File: src/rtl/assert_macros.svh
// assertion macros used by civil_date_to_epoch_ms
`ifndef ASSERT_MACROS_SVH
`define ASSERT_MACROS_SVH
`ifndef SYNTHESIS
`define ASSERT_PROP(lbl, clk, rst, prop) \
   lbl: assert property (@(posedge clk) disable iff (rst) (prop)) \
      else $error("assertion failed");
`define ASSERT_NEXT(lbl, clk, rst, cond, expr) \
   lbl: assert property (@(posedge clk) disable iff (rst) (cond) |=> (expr)) \
      else $error("assertion failed");
`else
`define ASSERT_PROP(lbl, clk, rst, prop)
`define ASSERT_NEXT(lbl, clk, rst, cond, expr)
`endif
`endif

File: src/rtl/cdte_pkg.sv
// widths, constants and calendar tables for the date to epoch converter
package cdte_pkg;

   localparam int YEAR_W  = 16;
   localparam int MONTH_W = 4;
   localparam int DAY_W   = 5;
   localparam int HOUR_W  = 5;
   localparam int MIN_W   = 6;
   localparam int SEC_W   = 6;
   localparam int NANO_W  = 30;
   localparam int TS_W    = 51;

   localparam int U_W     = 17;
   localparam int Q_W     = 10;
   localparam int DAYS_W  = 26;
   localparam int TOD_W   = 17;
   localparam int MSN_W   = 10;
   localparam int SECS_W  = 43;
   localparam int MS_W    = 52;

   // year offset that makes (year - 1) a nonnegative multiple-of-400 shift
   localparam logic [U_W-1:0] YEAR_OFS  = 17'd32799;
   localparam logic [17:0]    RECIP_100 = 18'd167773;   // ceil(2^24 / 100)
   localparam logic [30:0]    RECIP_1M  = 31'd1125899907; // ceil(2^50 / 1e6)
   localparam logic [13:0]    LEAP_BIAS = 14'd8431;
   localparam logic [U_W-1:0] EPOCH_YEAR = 17'd1970;
   localparam logic [29:0]    NANO_MAX  = 30'd999999999;
   localparam int DAYS_LIMIT = 13000000;

   function automatic logic [8:0] days_before_month(input logic [MONTH_W-1:0] m);
      logic [8:0] d;
      case (m)
         4'd1:    d = 9'd0;
         4'd2:    d = 9'd31;
         4'd3:    d = 9'd59;
         4'd4:    d = 9'd90;
         4'd5:    d = 9'd120;
         4'd6:    d = 9'd151;
         4'd7:    d = 9'd181;
         4'd8:    d = 9'd212;
         4'd9:    d = 9'd243;
         4'd10:   d = 9'd273;
         4'd11:   d = 9'd304;
         4'd12:   d = 9'd334;
         default: d = 9'd0;
      endcase
      return d;
   endfunction

   function automatic logic [DAY_W-1:0] month_length(input logic [MONTH_W-1:0] m,
                                                    input logic leap);
      logic [DAY_W-1:0] d;
      case (m)
         4'd2:    d = leap ? 5'd29 : 5'd28;
         4'd4:    d = 5'd30;
         4'd6:    d = 5'd30;
         4'd9:    d = 5'd30;
         4'd11:   d = 5'd30;
         default: d = 5'd31;
      endcase
      return d;
   endfunction

endpackage

File: src/rtl/cdte_if.sv
// request and response channel interfaces
interface cdte_req_if;
   import cdte_pkg::*;
   logic                      valid;
   logic                      ready;
   logic signed [YEAR_W-1:0]  year;
   logic [MONTH_W-1:0]        month;
   logic [DAY_W-1:0]          day_of_month;
   logic [HOUR_W-1:0]         hour;
   logic [MIN_W-1:0]          minute;
   logic [SEC_W-1:0]          second;
   logic [NANO_W-1:0]         nanosecond;

   modport source (output valid, year, month, day_of_month, hour, minute, second,
                   nanosecond, input ready);
   modport sink   (input valid, year, month, day_of_month, hour, minute, second,
                   nanosecond, output ready);
endinterface

interface cdte_rsp_if;
   import cdte_pkg::*;
   logic                    valid;
   logic                    ready;
   logic signed [TS_W-1:0]  timestamp_ms;
   logic                    invalid;

   modport source (output valid, timestamp_ms, invalid, input ready);
   modport sink   (input valid, timestamp_ms, invalid, output ready);
endinterface

File: src/rtl/civil_date_to_epoch_ms.sv
// civil date and time to signed unix milliseconds, five stage pipeline
// Converts one proleptic Gregorian date and time per cycle into signed
// milliseconds since 1970-01-01 00:00:00, with invalid set and a zero
// timestamp when any field is out of range. A new request is taken every
// cycle unless back pressure stalls the pipeline. The stages are:
// year/nanosecond reciprocal multiplies, leap rule and day count, day to
// seconds multiply, time of day add, and seconds to milliseconds. Each stage
// holds while the stage after it is full and stalled, so back pressure on
// the response ripples back to req ready without losing or repeating data.
`include "assert_macros.svh"

module civil_date_to_epoch_ms (
   input logic    clock,
   input logic    reset,
   cdte_req_if.sink   req_if,
   cdte_rsp_if.source rsp_if
);
   import cdte_pkg::*;

   localparam logic signed [17:0] SEC_PER_DAY = 18'sd86400;
   localparam logic signed [11:0] MS_PER_SEC  = 12'sd1000;

   logic a_vld_ff, b_vld_ff, c_vld_ff, d_vld_ff, e_vld_ff;
   logic a_en, b_en, c_en, d_en, e_en;
   logic req_fire;

   assign e_en = !e_vld_ff || rsp_if.ready;
   assign d_en = !d_vld_ff || e_en;
   assign c_en = !c_vld_ff || d_en;
   assign b_en = !b_vld_ff || c_en;
   assign a_en = !a_vld_ff || b_en;
   assign req_if.ready = a_en;
   assign req_fire = req_if.valid && a_en;

   always_ff @(posedge clock) begin
      if (reset) begin
         a_vld_ff <= 1'b0;
         b_vld_ff <= 1'b0;
         c_vld_ff <= 1'b0;
         d_vld_ff <= 1'b0;
         e_vld_ff <= 1'b0;
      end else begin
         if (a_en) a_vld_ff <= req_if.valid;
         if (b_en) b_vld_ff <= a_vld_ff;
         if (c_en) c_vld_ff <= b_vld_ff;
         if (d_en) d_vld_ff <= c_vld_ff;
         if (e_en) e_vld_ff <= d_vld_ff;
      end
   end

   // stage a: reciprocal multiplies and simple range checks
   logic [U_W-1:0]           u_in, u_ff;
   logic [34:0]              q_prod;
   logic [Q_W-1:0]           q_in, q_ff;
   logic [60:0]              n_prod;
   logic [MSN_W-1:0]         msn_in, msn_a_ff;
   logic signed [DAYS_W-1:0] dy_in, dy_ff;
   logic signed [U_W-1:0]    yrel;
   logic                     a_bad_in, a_bad_ff;
   logic [1:0]               ylow_ff;
   logic [MONTH_W-1:0]       month_ff;
   logic [DAY_W-1:0]         day_ff;
   logic [HOUR_W-1:0]        hour_ff;
   logic [MIN_W-1:0]         min_ff;
   logic [SEC_W-1:0]         sec_ff;

   always_comb begin
      u_in     = U_W'(req_if.year) + YEAR_OFS;
      q_prod   = 35'(u_in) * 35'(RECIP_100);
      q_in     = q_prod[33:24];
      n_prod   = 61'(req_if.nanosecond) * 61'(RECIP_1M);
      msn_in   = n_prod[59:50];
      yrel     = U_W'(req_if.year) - EPOCH_YEAR;
      dy_in    = DAYS_W'(yrel) * DAYS_W'(10'sd365);
      a_bad_in = (req_if.month < 4'd1) || (req_if.month > 4'd12) ||
                 (req_if.hour > 5'd23) || (req_if.minute > 6'd59) ||
                 (req_if.second > 6'd59) || (req_if.nanosecond > NANO_MAX);
   end

   always_ff @(posedge clock) begin
      if (a_en) begin
         u_ff     <= u_in;
         q_ff     <= q_in;
         msn_a_ff <= msn_in;
         dy_ff    <= dy_in;
         a_bad_ff <= a_bad_in;
         ylow_ff  <= req_if.year[1:0];
         month_ff <= req_if.month;
         day_ff   <= req_if.day_of_month;
         hour_ff  <= req_if.hour;
         min_ff   <= req_if.minute;
         sec_ff   <= req_if.second;
      end
   end

   // stage b: leap rule, day count and time of day
   logic [U_W-1:0]           rem100;
   logic                     leap;
   logic [DAY_W-1:0]         mlen;
   logic signed [DAYS_W-1:0] days_in, days_ff;
   logic [TOD_W-1:0]         tod_in, tod_ff;
   logic                     b_bad_in, b_bad_ff;
   logic [MSN_W-1:0]         msn_b_ff;

   always_comb begin
      rem100   = u_ff - U_W'({q_ff, 6'b0}) - U_W'({q_ff, 5'b0}) - U_W'({q_ff, 2'b0});
      // year divisible by 100 shows as remainder 99 of the shifted year - 1
      leap     = (ylow_ff == 2'd0) &&
                 ((rem100 != 17'd99) || (Q_W'(q_ff + 10'd1) & 10'd3) == 10'd0);
      mlen     = month_length(month_ff, leap);
      b_bad_in = a_bad_ff || (day_ff < 5'd1) || (day_ff > mlen);
      days_in  = dy_ff + DAYS_W'(u_ff[U_W-1:2]) - DAYS_W'(q_ff) + DAYS_W'(q_ff[Q_W-1:2])
                 - DAYS_W'(LEAP_BIAS) + DAYS_W'(days_before_month(month_ff))
                 + DAYS_W'(leap && (month_ff > 4'd2)) + DAYS_W'(day_ff) - 26'd1;
      tod_in   = TOD_W'(hour_ff) * 17'd3600 + TOD_W'(min_ff) * 17'd60 + TOD_W'(sec_ff);
   end

   always_ff @(posedge clock) begin
      if (b_en) begin
         days_ff  <= days_in;
         tod_ff   <= tod_in;
         b_bad_ff <= b_bad_in;
         msn_b_ff <= msn_a_ff;
      end
   end

   // stage c: days to seconds
   logic signed [SECS_W-1:0] sprod_in, sprod_ff;
   logic [TOD_W-1:0]         tod_c_ff;
   logic                     c_bad_ff;
   logic [MSN_W-1:0]         msn_c_ff;

   assign sprod_in = SECS_W'(days_ff) * SECS_W'(SEC_PER_DAY);

   always_ff @(posedge clock) begin
      if (c_en) begin
         sprod_ff <= sprod_in;
         tod_c_ff <= tod_ff;
         c_bad_ff <= b_bad_ff;
         msn_c_ff <= msn_b_ff;
      end
   end

   // stage d: add time of day
   logic signed [SECS_W-1:0] secs_in, secs_ff;
   logic                     d_bad_ff;
   logic [MSN_W-1:0]         msn_d_ff;

   assign secs_in = sprod_ff + SECS_W'(tod_c_ff);

   always_ff @(posedge clock) begin
      if (d_en) begin
         secs_ff  <= secs_in;
         d_bad_ff <= c_bad_ff;
         msn_d_ff <= msn_c_ff;
      end
   end

   // stage e: seconds to milliseconds, output register
   logic signed [MS_W-1:0] ms_full;
   logic signed [TS_W-1:0] ts_in, ts_ff;
   logic                   bad_ff;

   always_comb begin
      ms_full = MS_W'(secs_ff) * MS_W'(MS_PER_SEC) + $signed(MS_W'(msn_d_ff));
      ts_in   = d_bad_ff ? '0 : ms_full[TS_W-1:0];
   end

   always_ff @(posedge clock) begin
      if (e_en) begin
         ts_ff  <= ts_in;
         bad_ff <= d_bad_ff;
      end
   end

   assign rsp_if.valid        = e_vld_ff;
   assign rsp_if.timestamp_ms = ts_ff;
   assign rsp_if.invalid      = bad_ff;

   `ASSERT_NEXT(a_req_fills, clock, reset, req_fire, a_vld_ff)
   `ASSERT_NEXT(a_stall_holds, clock, reset, d_vld_ff && !e_en, d_vld_ff && e_vld_ff)
   `ASSERT_PROP(a_days_range, clock, reset,
                (c_vld_ff && !c_bad_ff) |-> ((sprod_ff >= -43'sd1123200000000) &&
                                             (sprod_ff <= 43'sd1123200000000)))
   `ASSERT_PROP(a_days_b_range, clock, reset,
                (b_vld_ff && !b_bad_ff) |-> ((days_ff >= -26'(DAYS_LIMIT)) &&
                                             (days_ff <= 26'(DAYS_LIMIT))))
   `ASSERT_PROP(a_bad_zero, clock, reset, (rsp_if.valid && rsp_if.invalid) |-> (rsp_if.timestamp_ms == '0))

endmodule
File: src/flat_wrapper.sv
// flat-port wrapper written by rule: the top's interface ports become plain ports
module civil_date_to_epoch_ms_flat import cdte_pkg::*;
  (clock, reset, req_if_valid, req_if_year, req_if_month, req_if_day_of_month, req_if_hour, req_if_minute, req_if_second, req_if_nanosecond, req_if_ready, rsp_if_valid, rsp_if_timestamp_ms, rsp_if_invalid, rsp_if_ready);
  cdte_req_if req_if_i ();
  cdte_rsp_if rsp_if_i ();
  input logic clock;
  input logic reset;
  input wire logic [$bits(req_if_i.valid)-1:0] req_if_valid;
  input wire logic [$bits(req_if_i.year)-1:0] req_if_year;
  input wire logic [$bits(req_if_i.month)-1:0] req_if_month;
  input wire logic [$bits(req_if_i.day_of_month)-1:0] req_if_day_of_month;
  input wire logic [$bits(req_if_i.hour)-1:0] req_if_hour;
  input wire logic [$bits(req_if_i.minute)-1:0] req_if_minute;
  input wire logic [$bits(req_if_i.second)-1:0] req_if_second;
  input wire logic [$bits(req_if_i.nanosecond)-1:0] req_if_nanosecond;
  output wire logic [$bits(req_if_i.ready)-1:0] req_if_ready;
  output wire logic [$bits(rsp_if_i.valid)-1:0] rsp_if_valid;
  output wire logic [$bits(rsp_if_i.timestamp_ms)-1:0] rsp_if_timestamp_ms;
  output wire logic [$bits(rsp_if_i.invalid)-1:0] rsp_if_invalid;
  input wire logic [$bits(rsp_if_i.ready)-1:0] rsp_if_ready;
  assign req_if_i.valid = req_if_valid;
  assign req_if_i.year = req_if_year;
  assign req_if_i.month = req_if_month;
  assign req_if_i.day_of_month = req_if_day_of_month;
  assign req_if_i.hour = req_if_hour;
  assign req_if_i.minute = req_if_minute;
  assign req_if_i.second = req_if_second;
  assign req_if_i.nanosecond = req_if_nanosecond;
  assign req_if_ready = req_if_i.ready;
  assign rsp_if_valid = rsp_if_i.valid;
  assign rsp_if_timestamp_ms = rsp_if_i.timestamp_ms;
  assign rsp_if_invalid = rsp_if_i.invalid;
  assign rsp_if_i.ready = rsp_if_ready;
  civil_date_to_epoch_ms u_core (.clock(clock), .reset(reset), .req_if(req_if_i), .rsp_if(rsp_if_i));
endmodule
File: config.mk
export PLATFORM = sky130hd
export DESIGN_NAME = civil_date_to_epoch_ms_flat
export DESIGN_NICKNAME = d
export VERILOG_FILES = /design/src/rtl/cdte_pkg.sv /design/src/rtl/cdte_if.sv /design/src/rtl/civil_date_to_epoch_ms.sv /design/src/flat_wrapper.sv
export VERILOG_INCLUDE_DIRS = /design/src /design/src/rtl
export SDC_FILE = /design/constraint.sdc
export NUM_CORES = 2
export LEC_CHECK = 0
export BUFFER_PORTS_ARGS = -buffer_cell sky130_fd_sc_hd__clkbuf_2
export CAP_MARGIN = 20
export CORE_MARGIN = 2
export CORE_UTILIZATION = 55
export CTS_BUF_LIST = sky130_fd_sc_hd__clkbuf_8
export CTS_CLUSTER_SIZE = 14
export DETAILED_ROUTE_END_ITERATION = 8
export PLACE_DENSITY = 0.74
export RECOVER_POWER = 25
export SETUP_SLACK_MARGIN = 0.2
export SYNTH_ARGS = -nofsm -noshare
export SYNTH_HDL_FRONTEND = slang
export SYNTH_SLANG_ARGS = --single-unit
File: constraint.sdc
create_clock -name clock -period 9.85 [get_ports clock]
set_clock_uncertainty 0.05 [all_clocks]
set_input_delay 1.97 -clock clock [delete_from_list [all_inputs] [get_ports clock]]
set_output_delay 1.97 -clock clock [all_outputs]
set_load 0.02 [all_outputs]
Word-level counts from Yosys, hierarchy flattened
Memory sizes are Yosys's and may differ from the RTL's. A register that Yosys moved wholly into a read port is not among the register bits.
Index checks and enable logic that the tools add are counted.
- memory bits (read-only): 144
- input bits: 76
- memories kept: 1
- word-level logic and storage cells: 96
- output and inout bits: 54
- flip-flop bits (word level): 321
- memory list (memory ; depth ; bits a word ; rd ports ; clocked after memory_dff ; write ports ; RTL line ; RTL):
    (no name shown) ; 16 ; 9 ; 1 ; 1 ; 0 ; cdte_pkg.sv:32 ; case (m)
- mux-type cells: 3
- reduce and logical (&&, ||, !) cells: 23
- equal/unequal tests: 6
- multiply operators: 7
- add/subtract/negate cells: 18
- $lt $le $gt $ge: 9
- operators by type and width (operator ; count):
    30-bit by 31-bit multiplier with 60-bit output (second input constant) ; 1
    51-bit by 11-bit adder with 51-bit output ; 1
    43-bit by 8-bit multiplier with 48-bit output (second input constant) ; 1
    43-bit by 17-bit adder with 43-bit output ; 1
    26-bit by 11-bit multiplier with 36-bit output (second input constant) ; 1
    17-bit by 18-bit multiplier with 34-bit output (second input constant) ; 1
    30-bit greater-than comparator (second input constant) ; 1
    26-bit by 1-bit adder with 26-bit output ; 1
    26-bit by 15-bit adder with 26-bit output ; 1
    26-bit by 5-bit adder with 26-bit output ; 1
    26-bit by 8-bit adder with 26-bit output ; 1
    26-bit by 9-bit adder with 26-bit output ; 1
    17-bit by 10-bit multiplier with 26-bit output (second input constant) ; 1
    26-bit by 1-bit subtractor with 26-bit output (second input constant) ; 1
    26-bit by 10-bit subtractor with 26-bit output ; 1
    26-bit by 14-bit subtractor with 26-bit output (second input constant) ; 1
    17-bit by 12-bit adder with 17-bit output ; 1
    17-bit by 16-bit adder with 17-bit output (second input constant) ; 1
    17-bit by 6-bit adder with 17-bit output ; 1
    17-bit by 7-bit inequality test with 1-bit output (second input constant) ; 1
    16-bit by 12-bit subtractor with 17-bit output (second input constant) ; 1
    17-bit by 12-bit subtractor with 17-bit output ; 1
    17-bit by 15-bit subtractor with 17-bit output ; 1
    17-bit by 16-bit subtractor with 17-bit output ; 1
    22 further kinds ; 42

Logic depth before layout (Yosys ltp)
- depth after elaboration: 10
- gate-level depth with buffers: 31
- depth with buffers taken out: 31

Least setup slack after synthesis
No wires, ideal clock.
- path kind: input -> register
- start: input req_if_year[1]
- end: register u_core.q_ff[9] (data pin)
- cell stages on the path: 28
- arrival: 9871 ps
- path buffers: 0
- setup slack: -337 ps
- required time: 9534 ps
- path through: inv_1 > ha_1 > a21boi_0 > or3b_2 > and3_1 > and2_1 > nand2b_1 > xor2_1 > inv_1 > fa_1 > inv_1 > fa_1 > inv_1 > fa_1 > fa_1 > fa_1 > fa_1 > ha_1 > a21o_1 > a21oi_1 > o221ai_1 > o211a_1 > or3_1 > o221a_2 > o41ai_1 > o21ai_0 > o41ai_1 > xnor2_1
- word-level cells in the longest chain between the ends: 2
- RTL lines (what ; RTL line ; RTL):
    start, declared ; flat_wrapper.sv:9 ; input wire logic [$bits(req_if_i.year)-1:0] req_if_year;
    17-bit by 16-bit adder with 17-bit output ; civil_date_to_epoch_ms.sv:68 ; u_in = U_W'(req_if.year) + YEAR_OFS;
    named net u_core.u_in[15] ; civil_date_to_epoch_ms.sv:52 ; logic [U_W-1:0] u_in, u_ff;
    17-bit by 18-bit multiplier with 34-bit output ; civil_date_to_epoch_ms.sv:69 ; q_prod = 35'(u_in) * 35'(RECIP_100);
    named net u_core.q_prod[33] ; civil_date_to_epoch_ms.sv:53 ; logic [34:0] q_prod;
    end signal, assigned ; civil_date_to_epoch_ms.sv:83 ; q_ff <= q_in;
    end, declared ; civil_date_to_epoch_ms.sv:54 ; logic [Q_W-1:0] q_in, q_ff;
The timed path passes the listed nets, and every way through them passes these cells.
A chain may end at the register's enable or synchronous reset.

Final worst setup path
Same ends and word-level chain as after synthesis.

==> results.py <==
metrics = {
    "synthesis": {
        "syn_avg_cell_area_sq_um": 10.89,
        "synth_flop_cell": "edfxtp_1",
        "synth_warnings": 0,
        "yosys-top-cells-area": "fa_1, ha_1, edfxtp_1",
        "synth_top_area_share_pct": 30.37,
        "syn_area_sq_um": 51550,
        "synth_cell_types": 97,
        "syn-num-nets": 6563,
        "synthCells": 4734,
        "ys_async_sr_fraction_pct": 0,
        "synth_edf_count": 315,
        "yosys.area.top_type": "fa_1",
        "synth-seq-cells": 329,
        "yosysSeqAreaShare_pct": 18.89,
    },
    "finish": {
        "drive_above_1_share_pct": 6.501,
        "final.fill_count": 7926,
        "nets": 6768,
        "area_growth_pct": 7.189,
        "design_area_sq_um": 55250,
    },
    "global_route": {
        "track_usage_pct": 24.10,
        "antenna_found_initial": 4,
        "grt_overflow": 0,
        "grt_pass1_vias": 35970,
        "grt_pass1_wl_um": 183400,
        "grt_max_degree": 65,
    },
    "drt": {
        "drtAntennaViolNets": 0,
        "wirelength_um": 110000,
        "drc_errors": 0,
        "via_per_inst": 5.341,
        "first_pass_iters": 5,
        "wl_per_cell_um": 17.63,
        "drt_iter0_drc": 1484,
        "vias": 33330,
    },
    "worst_setup_path": {
        "cp_top_family": "adder cells",
        "cp_num_buf_inv": 5,
        "worst_path_largest_cell_delay_ns": 0.54,
        "crit_path_end_kind": "flop",
        "start_kind": "input pin",
        "crit_slowest_cell": "fa_1",
        "required_ns": 10.15,
        "worstPathArrival_ns": 9.59,
        "critical_path.most_common_cell": "fa_1",
        "path_max_fanout": 3,
        "critical_path_class": "input pin to flop",
    },
    "clock_network": {
        "cts.path.max_buffers": 3,
        "numCtsBuffers": 56,
        "cts_tree": "built",
        "cts_sinks": 329,
        "htreeDepth": 2,
        "insertion_delay_ns": 0.67,
        "post_cts.repair.setup_buffers": 0,
        "root_buffer": "clkbuf_8",
        "clkSlewWorstSetupHoldPaths_ns": 0.07,
    },
    "timing": {
        "rsz0062_at_grt": "false",
        "setup_violations": 0,
        "worst_pin_slew_ns": 2.795,
        "hold_violations": 0,
        "maxSlewViolCount": 160,
        "relSlewSlack_pct": -86.35,
        "period_share_pct": 94.34,
        "timing.fmax_ghz": 0.1076,
        "period_needed_ns": 9.292,
    },
    "floorplanning": {
        "coreArea_sq_um": 93050,
        "initial_utilization_pct": 55.40,
        "placementRows": 112,
        "die_area_sq_um": 96190,
        "die_w_um": 310.1,
        "ios": 130,
        "die_h_um": 310.1,
    },
    "placed_design": {
        "place_congestion": 0.9534,
        "place_area_sq_um": 54110,
        "portBuffers": 129,
        "hpwl_um": 96400,
    },
    "status": {
        "violations": "max-capacitance violations, max-slew violations",
        "status": "complete, but fails checks",
    },
    "min_path": {
        "hold_class": "flop to flop",
    },
    "flow_run": {
        "cap_viol_max_count": 3,
    },
}
## cell type report
type                       instances  area (sq um)  area share (%)
multi-input combinational       3239         37520           67.91
sequential                       329          9739           17.63
inverter                        1125          4224           7.645
tap                             1254          1569           2.840
timing repair buffer             188          1050           1.900
clock buffer                      62         853.3           1.544
clock inverter                    41         295.3          0.5344
antenna                            1         2.502        0.004529
## state kept, by name, indices dropped and copies added (netlist names), 6 cells and up, named ones only
name                        cells
u_core.days_ff                 26
u_core.dy_ff                   25
u_core.msn_b_ff                10
u_core.rsp_if.timestamp_ms     51
u_core.sprod_ff                36
u_core.q_ff                    10
u_core.msn_c_ff                10
u_core.min_ff                   6
u_core.tod_c_ff                17
u_core.msn_a_ff                10
u_core.secs_ff                 43
u_core.sec_ff                   6
u_core.tod_ff                  17
u_core.u_ff                    17
u_core.msn_d_ff                10
## cells by family (layout without fill, tap and decap cells)
group,after synthesis,count (layout),synth area share (%)
AOI/OAI and AO/OA,574,574,7.554
xor gates and xnor gates,265,265,4.517
adders and majority gates,1753,1753,53.94
buffers and inverters,1166,1416,8.512
DFF,329,329,18.89
muxes,17,17,0.3471
other,0,1,0
and+or+nand+nor,630,630,6.238
## synth_stat cells, drive strengths merged, types with 12 or more instances
cell and number:
inv 1125, ha 971, fa 782, edfxtp 315
a21oi 172, xnor2 169, nor2 165, nand2 118
xor2 96, o21ai 85, a21o 82, nor3 71
nand3 57, and3 45, clkbuf 31, o21bai 29
nor2b 28, nand4 25, o21a 22, a31oi 21
nand2b 21, or2 21, a211oi 18, o211ai 17
or3 16, dfxtp 14, and2 13, o31ai 13
nor4 12
## worst reg2reg max path, cell delays in order (launching register included)
cell and delay (ns):
edfxtp_1 0.48, inv_1 0.14, fa_1 0.58, fa_1 0.43, ha_1 0.34, xor2_1 0.18, a2111oi_0 0.42, o311ai_0 0.23
or4b_2 0.64, a2111oi_0 0.30, a41o_1 0.31, or2_2 0.16, fa_1 0.17, inv_1 0.05, fa_1 0.39, ha_1 0.19
ha_1 0.31, a31oi_1 0.28, o21bai_1 0.10, a21o_1 0.22, a2111oi_0 0.77, o31ai_1 0.30, o41a_1 0.39, nand4_1 0.12
a31oi_1 0.12, a21o_1 0.19, a21oi_1 0.16, xnor2_1 0.08
## timing repair
item,in CTS,in global routing
endpoints found under the setup margin,0,2
hold buffers,0,0
gates resized for setup,0,3
## path summary, 6_finish.rpt
kind / startpoint / cells after the start / slack (ns) / endpoint
min: u_core.msn_c_ff[5] / 0 / 0.36 / u_core.msn_d_ff[5]
max reg2reg: u_core.q_ff[1] / 27 / 1.42 / u_core.days_ff[24]
max: req_if_year[1] / 29 / 0.56 / u_core.q_ff[9]
min reg2reg: u_core.msn_c_ff[5] / 0 / 0.36 / u_core.msn_d_ff[5]
## metrics by stage
stage	hold slack [ns]	setup TNS (ns)	instances	worst slack, ns	utilization (%)
floorplan	0.3503	0	4734	0.2004	-
global placement	0.3533	-0.06708	6133	-0.06708	58.15
detailed placement	0.3545	-0.1438	6133	-0.09307	58.15
CTS	0.3553	0	6236	0.5321	59.39
global route	0.3728	0	6239	0.1397	59.38
finish	0.3554	0	6239	0.5577	59.38
## metal layers
| layer | global-route usage, % | share of wire, % | wire length, um | up-vias |
|---|---|---|---|---|
| met5 | 0 | 0.012 | 13 | - |
| met1 | 32.15 | 44 | 48250 | 16560 |
| met4 | 6.022 | 2.5 | 2735 | 2 |
| li1 | - | - | - | 16020 |
| met3 | 2.343 | 4.0 | 4430 | 143 |
| met2 | 42.30 | 50 | 54540 | 600 |
## layout by cell type (no fill, tap or decap), drive strengths merged, types with 18 or more instances in the layout
cell    count
xor2       96
nand4      25
and3       45
o21a       22
clkinv     19
or2        21
nand3      57
nand2     118
o21ai      85
clkbuf    197
nor2b      28
inv      1140
a21o       82
ha        971
a21oi     172
nor3       71
nand2b     21
nor2      165
a31oi      21
a211oi     18
o21bai     29
edfxtp    315
fa        782
xnor2     169
buf        53
Power is left out: the tool's default activity adds up to more than one toggle a clock period on the data nets, which glitch-free logic cannot reach.
